**src/design/glrt_pkg.sv**
```systemverilog
package glrt_pkg;

   localparam int unsigned CSR_INDEX_W = 3;
   localparam int unsigned CSR_DATA_W = 7;

   localparam int unsigned NEAR_ROWS = 5;
   localparam int unsigned STEER_REF_SCALE = 100;
   localparam int unsigned STEER_SUM_SCALE = 10;

   typedef enum logic [CSR_INDEX_W-1:0] {
      CSR_STEER_CENTER      = 3'd0,
      CSR_NARROW_LIMIT      = 3'd1,
      CSR_NEAR_NARROW_LIMIT = 3'd2,
      CSR_EDGE_OFFSET       = 3'd3,
      CSR_DETECT_MIN        = 3'd4,
      CSR_NEAR_MIN          = 3'd5,
      CSR_APPROACH_MIN      = 3'd6,
      CSR_APPROACH_DEPTH    = 3'd7
   } csr_index_type;

   typedef struct packed {
      logic [5:0] steer_center;
      logic [5:0] narrow_limit;
      logic [5:0] near_narrow_limit;
      logic [5:0] edge_offset;
      logic [6:0] detect_min;
      logic [2:0] near_min;
      logic [6:0] approach_min;
      logic [6:0] approach_depth;
   } cfg_type;

   localparam cfg_type CFG_RESET = '{
      steer_center:      6'd32,
      narrow_limit:      6'd5,
      near_narrow_limit: 6'd6,
      edge_offset:       6'd5,
      detect_min:        7'd30,
      near_min:          3'd3,
      approach_min:      7'd20,
      approach_depth:    7'd25
   };

   typedef struct packed {
      logic [63:0] row_pixels;
      logic        first_row;
   } req_type;

   typedef struct packed {
      logic signed [13:0] steer_error;
      logic               line_detected;
      logic               line_approaching;
      logic [5:0]         nearest_line_row;
   } rsp_type;

endpackage

```
**src/design/glrt_csr.sv**
```systemverilog
module glrt_csr (
   input  logic                               clock,
   input  logic                               reset,
   input  logic                               csr_write,
   input  logic [glrt_pkg::CSR_INDEX_W-1:0]   csr_index,
   input  logic [glrt_pkg::CSR_DATA_W-1:0]    csr_data,
   output glrt_pkg::cfg_type                  cfg
);
   import glrt_pkg::*;

   cfg_type cfg_ff;
   cfg_type cfg_in;

   always_comb begin
      cfg_in = cfg_ff;
      if (csr_write) begin
         unique case (csr_index_type'(csr_index))
            CSR_STEER_CENTER:      cfg_in.steer_center = csr_data[5:0];
            CSR_NARROW_LIMIT:      cfg_in.narrow_limit = csr_data[5:0];
            CSR_NEAR_NARROW_LIMIT: cfg_in.near_narrow_limit = csr_data[5:0];
            CSR_EDGE_OFFSET:       cfg_in.edge_offset = csr_data[5:0];
            CSR_DETECT_MIN:        cfg_in.detect_min = csr_data[6:0];
            CSR_NEAR_MIN:          cfg_in.near_min = csr_data[2:0];
            CSR_APPROACH_MIN:      cfg_in.approach_min = csr_data[6:0];
            CSR_APPROACH_DEPTH:    cfg_in.approach_depth = csr_data[6:0];
         endcase
      end
   end

   always_ff @(posedge clock) begin
      if (reset) begin
         cfg_ff <= CFG_RESET;
      end else begin
         cfg_ff <= cfg_in;
      end
   end

   assign cfg = cfg_ff;

endmodule

```
**src/design/glrt_edge.sv**
```systemverilog
module glrt_edge #(
   parameter int COLS = 64,
   localparam int CW = $clog2(COLS)
) (
   input  logic [COLS-1:0] pixels,
   input  logic            filter_en,
   input  logic [5:0]      edge_offset,
   output logic [CW-1:0]   midpoint,
   output logic [CW-1:0]   width
);
   import glrt_pkg::*;

   logic [CW-1:0] start_col;
   logic [CW-1:0] end_col;
   logic [CW-1:0] left;
   logic [CW-1:0] right;
   logic [CW:0]   edge_sum;
   logic [CW-1:0] check_lo;
   logic [CW-1:0] check_hi;
   logic [6:0]    hi_sum;
   logic          collapse;

   // Runs of set pixels touching the row ends are skipped before the edge search.
   always_comb begin
      start_col = CW'(COLS - 1);
      for (int c = COLS - 2; c >= 0; c--) begin
         if (!pixels[c]) begin
            start_col = CW'(c);
         end
      end
   end

   always_comb begin
      end_col = start_col;
      for (int c = 0; c < COLS; c++) begin
         if (c > int'(start_col) && !pixels[c]) begin
            end_col = CW'(c);
         end
      end
   end

   always_comb begin
      left = start_col;
      for (int c = COLS - 1; c >= 1; c--) begin
         if (c > int'(start_col) && c < int'(end_col) && pixels[c] && !pixels[c-1]) begin
            left = CW'(c);
         end
      end
   end

   always_comb begin
      right = end_col;
      for (int c = 0; c <= COLS - 2; c++) begin
         if (c > int'(start_col) && c < int'(end_col) && pixels[c] && !pixels[c+1]) begin
            right = CW'(c);
         end
      end
   end

   assign edge_sum = {1'b0, left} + {1'b0, right};
   assign midpoint = edge_sum[CW:1];

   assign check_lo = (7'(left) >= 7'(edge_offset)) ? CW'(7'(left) - 7'(edge_offset)) : '0;
   assign hi_sum = 7'(right) + 7'(edge_offset);
   assign check_hi = (hi_sum > 7'(COLS - 1)) ? CW'(COLS - 1) : CW'(hi_sum);

   assign collapse = filter_en &&
                     (left == '0 || right == CW'(COLS - 1) || left > right ||
                      pixels[check_lo] || pixels[check_hi]);

   assign width = collapse ? '0 : right - left;

endmodule

```
**src/design/glrt_frame.sv**
```systemverilog
module glrt_frame #(
   parameter int ROWS = 64,
   parameter int COLS = 64,
   parameter int WINDOW_FIRST = 40,
   parameter int WINDOW_ROWS = 10,
   localparam int RW = $clog2(ROWS),
   localparam int CW = $clog2(COLS)
) (
   input  logic               clock,
   input  logic               reset,
   input  glrt_pkg::cfg_type  cfg,
   input  logic               advance,
   input  logic               first_row,
   input  logic [CW-1:0]      midpoint,
   input  logic [CW-1:0]      width,
   output logic [RW-1:0]      row,
   output logic               last_row,
   output glrt_pkg::rsp_type  result
);
   import glrt_pkg::*;

   logic [RW-1:0] row_index_ff,        row_index_in;
   logic [RW-1:0] nearest_row_ff,      nearest_row_in;
   logic          nearest_found_ff,    nearest_found_in;
   logic [6:0]    narrow_total_ff,     narrow_total_in;
   logic [2:0]    near_count_ff,       near_count_in;
   logic [6:0]    approach_total_ff,   approach_total_in;
   logic [9:0]    midpoint_sum_ff,     midpoint_sum_in;

   logic [RW-1:0] nearest_row_cur;
   logic          nearest_found_cur;
   logic [6:0]    narrow_total_cur;
   logic [2:0]    near_count_cur;
   logic [6:0]    approach_total_cur;
   logic [9:0]    midpoint_sum_cur;

   logic          in_window;
   logic          near_row;
   logic          width_nonzero;
   logic          narrow;
   logic          near_narrow;
   logic          approach_hit;
   logic          detected;
   logic signed [8:0] approach_bound;
   logic [13:0]   ref_scaled;
   logic [13:0]   sum_scaled;

   // A new frame restarts from the cleared accumulators at the bottom row.
   always_comb begin
      row                = first_row ? RW'(ROWS - 1) : row_index_ff;
      nearest_row_cur    = first_row ? '0 : nearest_row_ff;
      nearest_found_cur  = first_row ? 1'b0 : nearest_found_ff;
      narrow_total_cur   = first_row ? '0 : narrow_total_ff;
      near_count_cur     = first_row ? '0 : near_count_ff;
      approach_total_cur = first_row ? '0 : approach_total_ff;
      midpoint_sum_cur   = first_row ? '0 : midpoint_sum_ff;
   end

   assign last_row = (row == '0);
   assign in_window = int'(row) >= WINDOW_FIRST && int'(row) < WINDOW_FIRST + WINDOW_ROWS;
   assign near_row = int'(row) > ROWS - 1 - int'(NEAR_ROWS);
   assign width_nonzero = (width != '0);
   assign narrow = width_nonzero && (7'(width) < 7'(cfg.narrow_limit));
   assign near_narrow = width_nonzero && (7'(width) < 7'(cfg.near_narrow_limit));
   assign approach_hit = !last_row && narrow;

   always_comb begin
      midpoint_sum_in   = midpoint_sum_cur + (in_window ? 10'(midpoint) : 10'd0);
      narrow_total_in   = narrow_total_cur;
      near_count_in     = near_count_cur;
      approach_total_in = approach_total_cur;
      nearest_row_in    = nearest_row_cur;
      nearest_found_in  = nearest_found_cur;
      if (near_row) begin
         if (near_narrow) begin
            narrow_total_in = narrow_total_cur + 7'd1;
            near_count_in   = near_count_cur + 3'd1;
         end
      end else if (narrow) begin
         narrow_total_in = narrow_total_cur + 7'd1;
      end
      if (approach_hit) begin
         approach_total_in = approach_total_cur + 7'd1;
         if (!nearest_found_cur) begin
            nearest_found_in = 1'b1;
            nearest_row_in   = row;
         end
      end
      row_index_in = last_row ? RW'(ROWS - 1) : row - RW'(1);
   end

   assign approach_bound = 9'(ROWS) - {2'b00, cfg.approach_depth};
   assign detected = (narrow_total_in > cfg.detect_min) && (near_count_in > cfg.near_min);
   assign ref_scaled = 14'(16'(cfg.steer_center) * 16'(STEER_REF_SCALE));
   assign sum_scaled = 14'(16'(midpoint_sum_in) * 16'(STEER_SUM_SCALE));

   always_comb begin
      result.steer_error      = $signed(ref_scaled - sum_scaled);
      result.line_detected    = detected;
      result.line_approaching = !detected &&
                                ($signed({3'b000, 6'(nearest_row_in)}) > approach_bound) &&
                                (approach_total_in > cfg.approach_min);
      result.nearest_line_row = 6'(nearest_row_in);
   end

   always_ff @(posedge clock) begin
      if (reset) begin
         row_index_ff      <= RW'(ROWS - 1);
         nearest_row_ff    <= '0;
         nearest_found_ff  <= 1'b0;
         narrow_total_ff   <= '0;
         near_count_ff     <= '0;
         approach_total_ff <= '0;
         midpoint_sum_ff   <= '0;
      end else if (advance) begin
         row_index_ff <= row_index_in;
         if (last_row) begin
            nearest_row_ff    <= '0;
            nearest_found_ff  <= 1'b0;
            narrow_total_ff   <= '0;
            near_count_ff     <= '0;
            approach_total_ff <= '0;
            midpoint_sum_ff   <= '0;
         end else begin
            nearest_row_ff    <= nearest_row_in;
            nearest_found_ff  <= nearest_found_in;
            narrow_total_ff   <= narrow_total_in;
            near_count_ff     <= near_count_in;
            approach_total_ff <= approach_total_in;
            midpoint_sum_ff   <= midpoint_sum_in;
         end
      end
   end

endmodule

```
**src/design/guide_line_row_tracker_top.sv**
```systemverilog
// One row is accepted per cycle with no bubbles unless a top row waits on a stalled
// full output; the rate is set by the single edge-search and accumulate stage
// between the input register and the result register. Rows other than the top
// row give no result; the top row's result is registered when that row leaves the stage.
// Synchronous active-high reset restores the register defaults and an empty
// frame that expects the bottom row next.
module guide_line_row_tracker_top #(
   parameter int ROWS = 64,
   parameter int COLS = 64,
   parameter int WINDOW_FIRST = 40,
   parameter int WINDOW_ROWS = 10
) (
   input  logic                               clock,
   input  logic                               reset,
   input  logic                               req_valid,
   output logic                               req_stall,
   input  glrt_pkg::req_type                  req_data,
   output logic                               rsp_valid,
   input  logic                               rsp_stall,
   output glrt_pkg::rsp_type                  rsp_data,
   input  logic                               csr_write,
   input  logic [glrt_pkg::CSR_INDEX_W-1:0]   csr_index,
   input  logic [glrt_pkg::CSR_DATA_W-1:0]    csr_data
);
   import glrt_pkg::*;

   localparam int RW = $clog2(ROWS);
   localparam int CW = $clog2(COLS);

   cfg_type       cfg;
   req_type       stage_data_ff;
   logic          stage_valid_ff;
   logic          advance;
   logic [RW-1:0] row;
   logic          last_row;
   logic [CW-1:0] midpoint;
   logic [CW-1:0] width;
   rsp_type       result;
   rsp_type       rsp_data_ff;
   logic          rsp_valid_ff;

   glrt_csr u_csr (
      .clock     (clock),
      .reset     (reset),
      .csr_write (csr_write),
      .csr_index (csr_index),
      .csr_data  (csr_data),
      .cfg       (cfg)
   );

   glrt_edge #(
      .COLS (COLS)
   ) u_edge (
      .pixels      (stage_data_ff.row_pixels[COLS-1:0]),
      .filter_en   (row != '0),
      .edge_offset (cfg.edge_offset),
      .midpoint    (midpoint),
      .width       (width)
   );

   glrt_frame #(
      .ROWS         (ROWS),
      .COLS         (COLS),
      .WINDOW_FIRST (WINDOW_FIRST),
      .WINDOW_ROWS  (WINDOW_ROWS)
   ) u_frame (
      .clock     (clock),
      .reset     (reset),
      .cfg       (cfg),
      .advance   (advance),
      .first_row (stage_data_ff.first_row),
      .midpoint  (midpoint),
      .width     (width),
      .row       (row),
      .last_row  (last_row),
      .result    (result)
   );

   // A row leaves the stage unless it carries a result and the output is still full.
   assign advance = stage_valid_ff && (!last_row || !rsp_valid_ff || !rsp_stall);
   assign req_stall = stage_valid_ff && !advance;

   always_ff @(posedge clock) begin
      if (reset) begin
         stage_valid_ff <= 1'b0;
      end else if (!req_stall) begin
         stage_valid_ff <= req_valid;
      end
   end

   always_ff @(posedge clock) begin
      if (req_valid && !req_stall) begin
         stage_data_ff <= req_data;
      end
   end

   always_ff @(posedge clock) begin
      if (reset) begin
         rsp_valid_ff <= 1'b0;
      end else if (advance && last_row) begin
         rsp_valid_ff <= 1'b1;
      end else if (!rsp_stall) begin
         rsp_valid_ff <= 1'b0;
      end
   end

   always_ff @(posedge clock) begin
      if (advance && last_row) begin
         rsp_data_ff <= result;
      end
   end

   assign rsp_valid = rsp_valid_ff;
   assign rsp_data = rsp_data_ff;

endmodule

```
**config.mk**
```make
export PLATFORM = sky130hd
export DESIGN_NAME = guide_line_row_tracker_top
export DESIGN_NICKNAME = d
export VERILOG_FILES = /design/src/design/glrt_pkg.sv /design/src/design/glrt_csr.sv /design/src/design/glrt_edge.sv /design/src/design/glrt_frame.sv /design/src/design/guide_line_row_tracker_top.sv
export SDC_FILE = /design/constraint.sdc
export NUM_CORES = 1
export LEC_CHECK = 0
export ABC_AREA = 1
export ABC_CLOCK_PERIOD_IN_PS = 36100
export BUFFER_PORTS_ARGS = -buffer_cell sky130_fd_sc_hd__buf_4
export CAP_MARGIN = 20
export CORE_ASPECT_RATIO = 1.4
export CORE_MARGIN = 5
export CORE_UTILIZATION = 55
export DETAILED_ROUTE_END_ITERATION = 16
export PLACE_DENSITY = 0.73
export SYNTH_ARGS = -nofsm -noshare
export SYNTH_HDL_FRONTEND = slang
export SYNTH_HIERARCHICAL = 1
export SYNTH_SLANG_ARGS = --single-unit
```
**constraint.sdc**
```tcl
create_clock -name clock -period 36.1 [get_ports clock]
set_clock_uncertainty 0.2 [all_clocks]
set_input_delay 7.22 -clock clock [delete_from_list [all_inputs] [get_ports clock]]
set_output_delay 7.22 -clock clock [all_outputs]
set_load 0.03 [all_outputs]
```
# Yosys cells after proc, flatten, opt, wreduce, memory -nomap -nowiden
# Index checks and enable logic that the tools add are counted.
[totals]
register_bits = 177
inputBits = 80
output_inout_bits = 24
word_cells = 879
[op_classes]
magnitude_cmp = 139
n_mux = 283
eq_ne = 9
reduce_logical = 412
mul = 2
addsub = 11
[ops]
columns = ["op", "n"]
rows = [
  ["6-bit two-way mux", 229],
  ["1-bit logical AND", 323],
  ["6-bit greater-than comparator, first input constant", 32],
  ["6-bit < comparator, first input constant", 31],
  ["5-bit by 6-bit greater-than comparator with 1-bit output, first input constant", 16],
  ["5-bit by 6-bit < comparator with 1-bit output, first input constant", 16],
  ["5-bit two-way mux", 16],
  ["1-bit logical NOT", 70],
  ["7-bit two-way mux", 8],
  ["4-bit by 6-bit greater-than comparator with 1-bit output, first input constant", 8],
  ["4-bit by 6-bit < comparator with 1-bit output, first input constant", 8],
  ["4-bit two-way mux", 8],
  ["3-bit by 6-bit greater-than comparator with 1-bit output, first input constant", 4],
  ["3-bit by 6-bit < comparator with 1-bit output, first input constant", 4],
  ["3-bit two-way mux", 8],
  ["10-bit two-way mux", 2],
  ["2-bit AND reduction", 8],
  ["6-bit by 6-bit adder with 7-bit output", 2],
  ["7-bit by 1-bit adder with 7-bit output, second input constant", 2],
  ["7-bit greater-than comparator", 2],
  ["6-bit by 7-bit < comparator with 1-bit output, second input constant", 2],
  ["13-bit by 14-bit subtractor with 14-bit output", 1],
  ["10-bit by 3-bit multiplier with 13-bit output, second input constant", 1],
  ["1-bit binary-select mux with 6-bit select", 2],
  ["30 further kinds", 53],
]

# Longest topological paths before layout
# Gate-level depths: netlist of run 1.
[logic_depth]
depth_word = 211
mapped_depth = 184
mapped_depth_nobuf = 183

# Cells and area by module
# The synthesis of run 1 kept the hierarchy.
[modules_own_cells]
columns = ["module", "seq_area_each_um2", "cells_each", "n_inst", "area_per_inst_um2"]
rows = [
  ["glrt_edge", 0.0, 1866, 1, 8775.9],
  ["glrt_frame", 800.8, 881, 1, 5536.6],
  ["guide_line_row_tracker_top", 2652.5, 110, 1, 2738.9],
  ["glrt_csr", 960.9, 272, 1, 1875.5],
]

# Least setup slack after synthesis of run 1
# No wires, ideal clock.
[synth_timing]
path_type = "input-to-output"
from = "in rsp_stall"
to = "out req_stall"
cell_stages = 2
n_path_buf = 0
setup_slack_ns = 21.115
required_ns = 28.680
arrival_time_ns = 7.565
cell_sequence = "nand4_1 > inv_1"
[synth_between]
elab_chain_len = 5
[synth_rtl]
columns = ["element", "line", "source"]
rows = [
  ["start, declared", "guide_line_row_tracker_top.sv:19", "input logic rsp_stall,"],
  ["1-bit logical NOT", "--", ""],
  ["1-bit logical OR", "guide_line_row_tracker_top.sv:80", "assign advance = stage_valid_ff && (!last_row || !rsp_valid_ff || !rsp_stall);"],
  ["1-bit logical AND", "guide_line_row_tracker_top.sv:80", ""],
  ["1-bit logical NOT", "guide_line_row_tracker_top.sv:81", "assign req_stall = stage_valid_ff && !advance;"],
  ["1-bit logical AND", "guide_line_row_tracker_top.sv:81", ""],
  ["end, declared", "guide_line_row_tracker_top.sv:16", "output logic req_stall,"],
]
# No other way between the ends.

==> results of run 1 <==
==> registers in the layout, indices dropped and copies added (netlist names) <==
register	count
u_frame/row_index_ff	6
u_csr/cfg	48
stage_data_ff	65
u_frame/nearest_row_ff	6
u_frame/nearest_found_ff	1
u_frame/near_count_ff	3
rsp_valid	1
u_frame/approach_total_ff	7
stage_valid_ff	1
u_frame/narrow_total_ff	7
u_frame/midpoint_sum_ff	10
rsp_data	22
==> synthesized netlist by cell type, types with 33 or more instances <==
library cell / n
nand3_1: 251
xor2_1: 33
nand2_1: 934
nand4_1: 78
o211ai_1: 49
nor2_1: 308
ha_1: 121
inv_2: 33
inv_1: 524
dfxtp_1: 90
a21oi_1: 141
nor3_1: 67
o21ai_0: 94
edfxtp_1: 87
==> stage by stage <==
step	setup WS, ns	instances	hold slack [ns]	area, sq um
after floorplan	21.12	3129	0.229	18900
after global placement	18.40	3622	0.250	20000
after detailed placement	18.33	3622	0.256	20000
after CTS	18.28	3654	0.267	20600
after global routing	16.34	3654	0.280	20600
final	17.32	3656	0.267	20600
==> worst max path at each step <==
| stage | start | end | slack, ns | cells past startpoint |
|---|---|---|---|---|
| final | stage_data_ff[51] | rsp_data[6] | 17.32 | 101 |
| after global routing | stage_data_ff[63] | rsp_data[6] | 16.34 | 146 |
| after CTS | stage_data_ff[63] | rsp_data[6] | 18.28 | 147 |
| after detailed placement | stage_data_ff[63] | rsp_data[6] | 18.33 | 146 |
| after global placement | stage_data_ff[63] | rsp_data[6] | 18.40 | 146 |
| after floorplan | rsp_stall | req_stall | 21.12 | 2 |
==> cell families after synthesis <==
group,synth area share (%)
AND/OR/NAND/NOR,39.8
buffers and inverters,13.3
AO/OA/AOI/OAI,12.4
flip-flops,23.3
adder cells (fa/ha/maj),8.85
XOR/XNOR,2.27
other,0.0198
==> worst reg2reg max path, delay by kind of cell, from the launching register on <==
kind,cells,cell delay (ns)
adder cells (fa/ha/maj),3,0.89
buffers and inverters,16,2.46
AND/OR/NAND/NOR,63,9.64
AO/OA/AOI/OAI,19,4.89
flip-flops,1,0.54
==> final cells by class <==
| cell class | instances | area (sq um) |
|---|---|---|
| Sequential cell | 177 | 4410 |
| Fill cell | 3292 | 13500 |
| Timing Repair Buffer | 115 | 863 |
| Antenna cell | 2 | 5.00 |
| Inverter | 564 | 2120 |
| Multi-Input combinational cell | 2315 | 12000 |
| Clock inverter | 15 | 160 |
| Clock buffer | 17 | 425 |
| Tap cell | 451 | 564 |
==> power by group through the flow <==
stage          Clock (mW)  Sequential (mW)  Combinational, mW
2_1_floorplan           0            0.252              0.460
3_3_place_gp            0            0.262              0.580
3_5_place_dp            0            0.263              0.609
4_1_cts             0.198            0.258              0.612
5_1_grt             0.206            0.260              0.697
6_report            0.195            0.259              0.634
==> cell usage in the layout, fill, tap and decap left out, types with 13 or more instances in the layout <==
master,instances
xnor2_1,16
o211ai_1,49
nor2_1,306
o21ai_0,94
ha_1,121
nand4_1,78
inv_1,524
xor2_1,33
nand2_2,13
nor3_1,67
nand3_1,251
or2_2,13
nor4_1,30
inv_2,33
nand2_1,934
edfxtp_1,87
dfxtp_1,90
clkbuf_16,17
o21ai_1,17
a21oi_1,140
a31oi_1,13
buf_4,115
nor2_2,13
==> metal layers <==
layer	vias to the layer above	wire length, um	GRT usage [%]
li1	10300	-	-
met1	10100	27100	43.2
met2	1423	36700	66.5
met3	399	6480	5.45
met4	0	7940	33.3
met5	-	0	0
==> results.toml, run 1 <==
[clocking]
clock-sinks = 177
clk_root_buffer_cell = "clkbuf_16"
cts_hold_buf = 0
htree_levels = 4
cts_tree = "yes"
post_cts_buffers = 0
cts_buffer_depth = 2
cts_resized = 0
clk_latency_ns = 0.48
clk_pin_slew_ns = 0.08
cts_buffers = 17

[critical_path]
path_common_cell = "nand2_1"
critPathArrivalTime_ns = 18.90
slowest_stage = "nor2_1"
reg2reg_to = "rsp_data[6]"
cpLargestDelayFamily = "simple AND/OR/NAND/NOR gates"
max_stage_delay_ns = 0.83
cp.required_ns = 36.22
reg2reg_from = "stage_data_ff[51]"
cp_num_buf_inv = 16
worst-path-max-fanout = 24
endpoint_kind = "register"
start_kind = "register"
reg2regPathDepth = 101
rrSetupSlack_ns = 17.32
crit_type = "reg2reg"

[power]
internal-power_mw = 0.531
power_frac_clock_pct = 17.9
combinationalPowerShare_pct = 58.3
ir_worst_vdd_mv = 0.0998
swShare_pct = 51.2
pwr_density_cell_nw_per_um2 = 52.9
seq_power_share_pct = 23.8
power_mw = 1.09
switchingPower_mw = 0.556
cellLeakagePower_nw = 10.6

[timing]
fin_crit_ns = 18.78
fin_crit_sh_pct = 52.0
tightestPinTransition_ns = 1.20
final.setup.tns_ns = 0
maxSlewViolCount = 0
slew_headroom_pct = 19.7
grt_setup_unrepaired = "false"
fmax_mhz = 53.2
setup_violations = 0
hold_viol_final = 0

[run_status]
status = "finished clean"

[synth]
synth_top_area_cell = "nand2_1"
async_flop_share_pct = 0
synth-seq-cells = 177
yosysUniqueCellTypes = 70
netlist_instances = 3129
ys_seq_area_share_pct = 23.3
yosys_warnings = 6
syn-num-nets = 3338
synth_edf_count = 87
syn-cell-area_sq_um = 18900
netlist.area_leader.share_pct = 18.5
avgSynthCellArea_sq_um = 6.05
synth.area.top_cells = "nand2_1, edfxtp_1, inv_1, dfxtp_1, ha_1"
ys.flop_type = "dfxtp_1"

[layout]
syn2layout_area_growth_pct = 8.66
fin_util_pct = 60.4
drive_gt1_share_pct = 7.96
nets = 3399

[detailed_routing]
drtIter0Drc = 2427
drt_pass1_iterations = 8
drt-total-wl_mm = 78.2
avgViaCountPerCell = 6.07
drt-wirelength-per-cell_um = 21.4
drc_errors = 0
vias = 22200
antenna_left = 0

[global_route]
antenna_found_initial = 1
grt_max_degree = 66
grt_pass1_wl_mm = 118
track_usage_pct = 39.3
grt_pass1_vias = 21200
grt-ovfl-total = 0

[floorplan]
die_width_um = 167
die_area_sq_um = 38300
ios = 104
rows = 80
core_area_sq_um = 34000
dieHeight_um = 229
start_util_pct = 55.6

[hold_path]
whs_path_depth = 2
hold_path_class = "reg2reg"
hp-start = "u_frame/nearest_row_ff[1]"
holdPathEnd = "u_frame/nearest_row_ff[1]"

[place]
numPortBuffers = 103
hpwlAfterDp_mm = 61.8
gp_congestion = 1.14

[flow_run]
cap_violations = 0
No activity file was read; power rests on OpenSTA's default activity.
==> run 2: changes to the inputs <==
ABC_CLOCK_PERIOD_IN_PS = 17880   (was 36100)
clock period = 17.88 ns   (was 36.1 ns; I/O delays follow)
==> run 2 against run 1 <==
Non-clock buffer count increased by 18. Sequential cell count unchanged. Cell count is 0.52% higher. Final area is 1.2% higher. Wire length grew 0.28%. Sequential share of layout area fell by 0.26 points. Largest power group unchanged. Clock power grew 100%. Largest cell class unchanged. Count of clock-buffer cells in the layout increased by 1. Worst setup slack got worse by 16 ns. Critical endpoint unchanged.
==> results.toml, run 2 (synthesized netlist as in run 1, its figures left out) <==
[timing]
maxSlewViolCount = 0
hold_viol_final = 0
tightestPinTransition_ns = 0.991
final.setup.tns_ns = 0
fmax_mhz = 60.5
fin_crit_sh_pct = 92.4
slew_headroom_pct = 33.9
setup_violations = 0
fin_ws_ns = 1.36
fin_crit_ns = 16.52

[hold_path]
hold_path_class = "reg2reg"

[critical_path]
worst-path-max-fanout = 13
cpLargestDelayFamily = "simple AND/OR/NAND/NOR gates"
start_kind = "register"
slowest_stage = "edfxtp_1"
cp_num_buf_inv = 15
critPathArrivalTime_ns = 16.55
path_common_cell = "nand2_1"
cp.required_ns = 17.91
crit_type = "reg2reg"
max_stage_delay_ns = 0.50
endpoint_kind = "register"

[floorplan]
start_util_pct = 55.6
die_width_um = 167
die_area_sq_um = 38300
ios = 104
core_area_sq_um = 34000
dieHeight_um = 229
rows = 80

[global_route]
grt_pass1_vias = 21300
track_usage_pct = 39.0
antenna_found_initial = 0
grt_max_degree = 66
grt-ovfl-total = 0
grt_pass1_wl_mm = 117

[layout]
drive_gt1_share_pct = 8.96
syn2layout_area_growth_pct = 10.0
largest_register = "stage_data_ff"
nets = 3420
largest_register_ffs = 65
layout.cells.most_common = "nand2_1"
layout_common_cells = "nand2_1, inv_1, nor2_1, nand3_1, a21oi_1"
diodes = 0
nFillCells = 3283

[clocking]
cts_buffers = 17
clock-sinks = 177
htree_levels = 4
clk_pin_slew_ns = 0.08
cts_buffer_depth = 2
clk_latency_ns = 0.47
cts_hold_buf = 0
cts_tree = "yes"
clk_root_buffer_cell = "clkbuf_16"

[detailed_routing]
vias = 22300
avgViaCountPerCell = 6.07
drt-total-wl_mm = 78.4
antenna_left = 0
drt_pass1_iterations = 7
drc_errors = 0
drt-wirelength-per-cell_um = 21.3
drtIter0Drc = 2624

[place]
place_ws_ns = 0.580
numPortBuffers = 103
gp_congestion = 1.11
hpwlAfterDp_mm = 62.0

[power]
switchingPower_mw = 1.14
combinationalPowerShare_pct = 59.1
internal-power_mw = 1.10
swShare_pct = 51.0
pwr_density_cell_nw_per_um2 = 108
cellLeakagePower_nw = 10.7
power_frac_clock_pct = 17.5
ir_worst_vdd_mv = 0.232
seq_power_share_pct = 23.4

[flow_run]
cap_violations = 0

[run_status]
status = "finished clean"
-- run 2: power groups by stage --
stage / combinational, mW / sequential, mW / clock (mW)
6_report: 1.32 / 0.524 / 0.392
5_1_grt: 1.45 / 0.528 / 0.417
4_1_cts: 1.25 / 0.522 / 0.397
3_5_place_dp: 1.24 / 0.531 / 0
3_3_place_gp: 1.19 / 0.530 / 0
2_1_floorplan: 0.929 / 0.509 / 0
-- run 2: worst min-delay path, cell delays in order (launching register included) --
cell and delay, ns:
dfxtp_1 0.31, nand2_1 0.06, a21oi_1 0.05
-- run 2: cell type report --
cell class / count / area [sq um] / area share (%)
Clock buffer: 18 / 429 / 2.06
Multi-Input combinational cell: 2317 / 12100 / 58.1
Timing Repair inverter: 1 / 7.51 / 0.0361
Inverter: 564 / 2120 / 10.2
Sequential cell: 177 / 4410 / 21.2
Tap cell: 451 / 564 / 2.71
Timing Repair Buffer: 133 / 1020 / 4.92
Clock inverter: 14 / 153 / 0.733
-- run 2: what timing repair did --
action | CTS | global route
buffers inserted | 0 | 8
setup endpoints to repair | 0 | 31
resized for setup | 0 | 20
-- run 2: final timing paths --
path | start | endpoint | slack, ns | cells after the start
max | stage_data_ff[59] | rsp_data[6] | 1.36 | 121
min | u_frame/narrow_total_ff[6] | u_frame/narrow_total_ff[6] | 0.26 | 2
max reg2reg | stage_data_ff[59] | rsp_data[6] | 1.36 | 121
min reg2reg | u_frame/narrow_total_ff[6] | u_frame/narrow_total_ff[6] | 0.26 | 2
-- run 2: per-stage QoR --
stage                     area [sq um]  cells  total power [mW]  hold slack, ns  utilization [%]
after floorplan                  18900   3129              1.44           0.229                -
after detailed placement         20100   3630              1.77           0.244             58.9
after global routing             20800   3675              2.40           0.287             61.2
final                            20800   3675              2.24           0.264             61.2
after CTS                        20600   3662              2.17           0.265             60.6
after global placement           20100   3630              1.72           0.242             58.9
-- run 2: routing by layer --
metal  part of all wire [%]  routed length, um  vias up  track usage (%)
met2                     47              37000     1369             66.7
met3                    8.2               6410      427             6.40
met4                     11               8240        0             32.3
met5                      0                  0        -                0
li1                       -                  -    10300                -
met1                     34              26800    10200             41.9
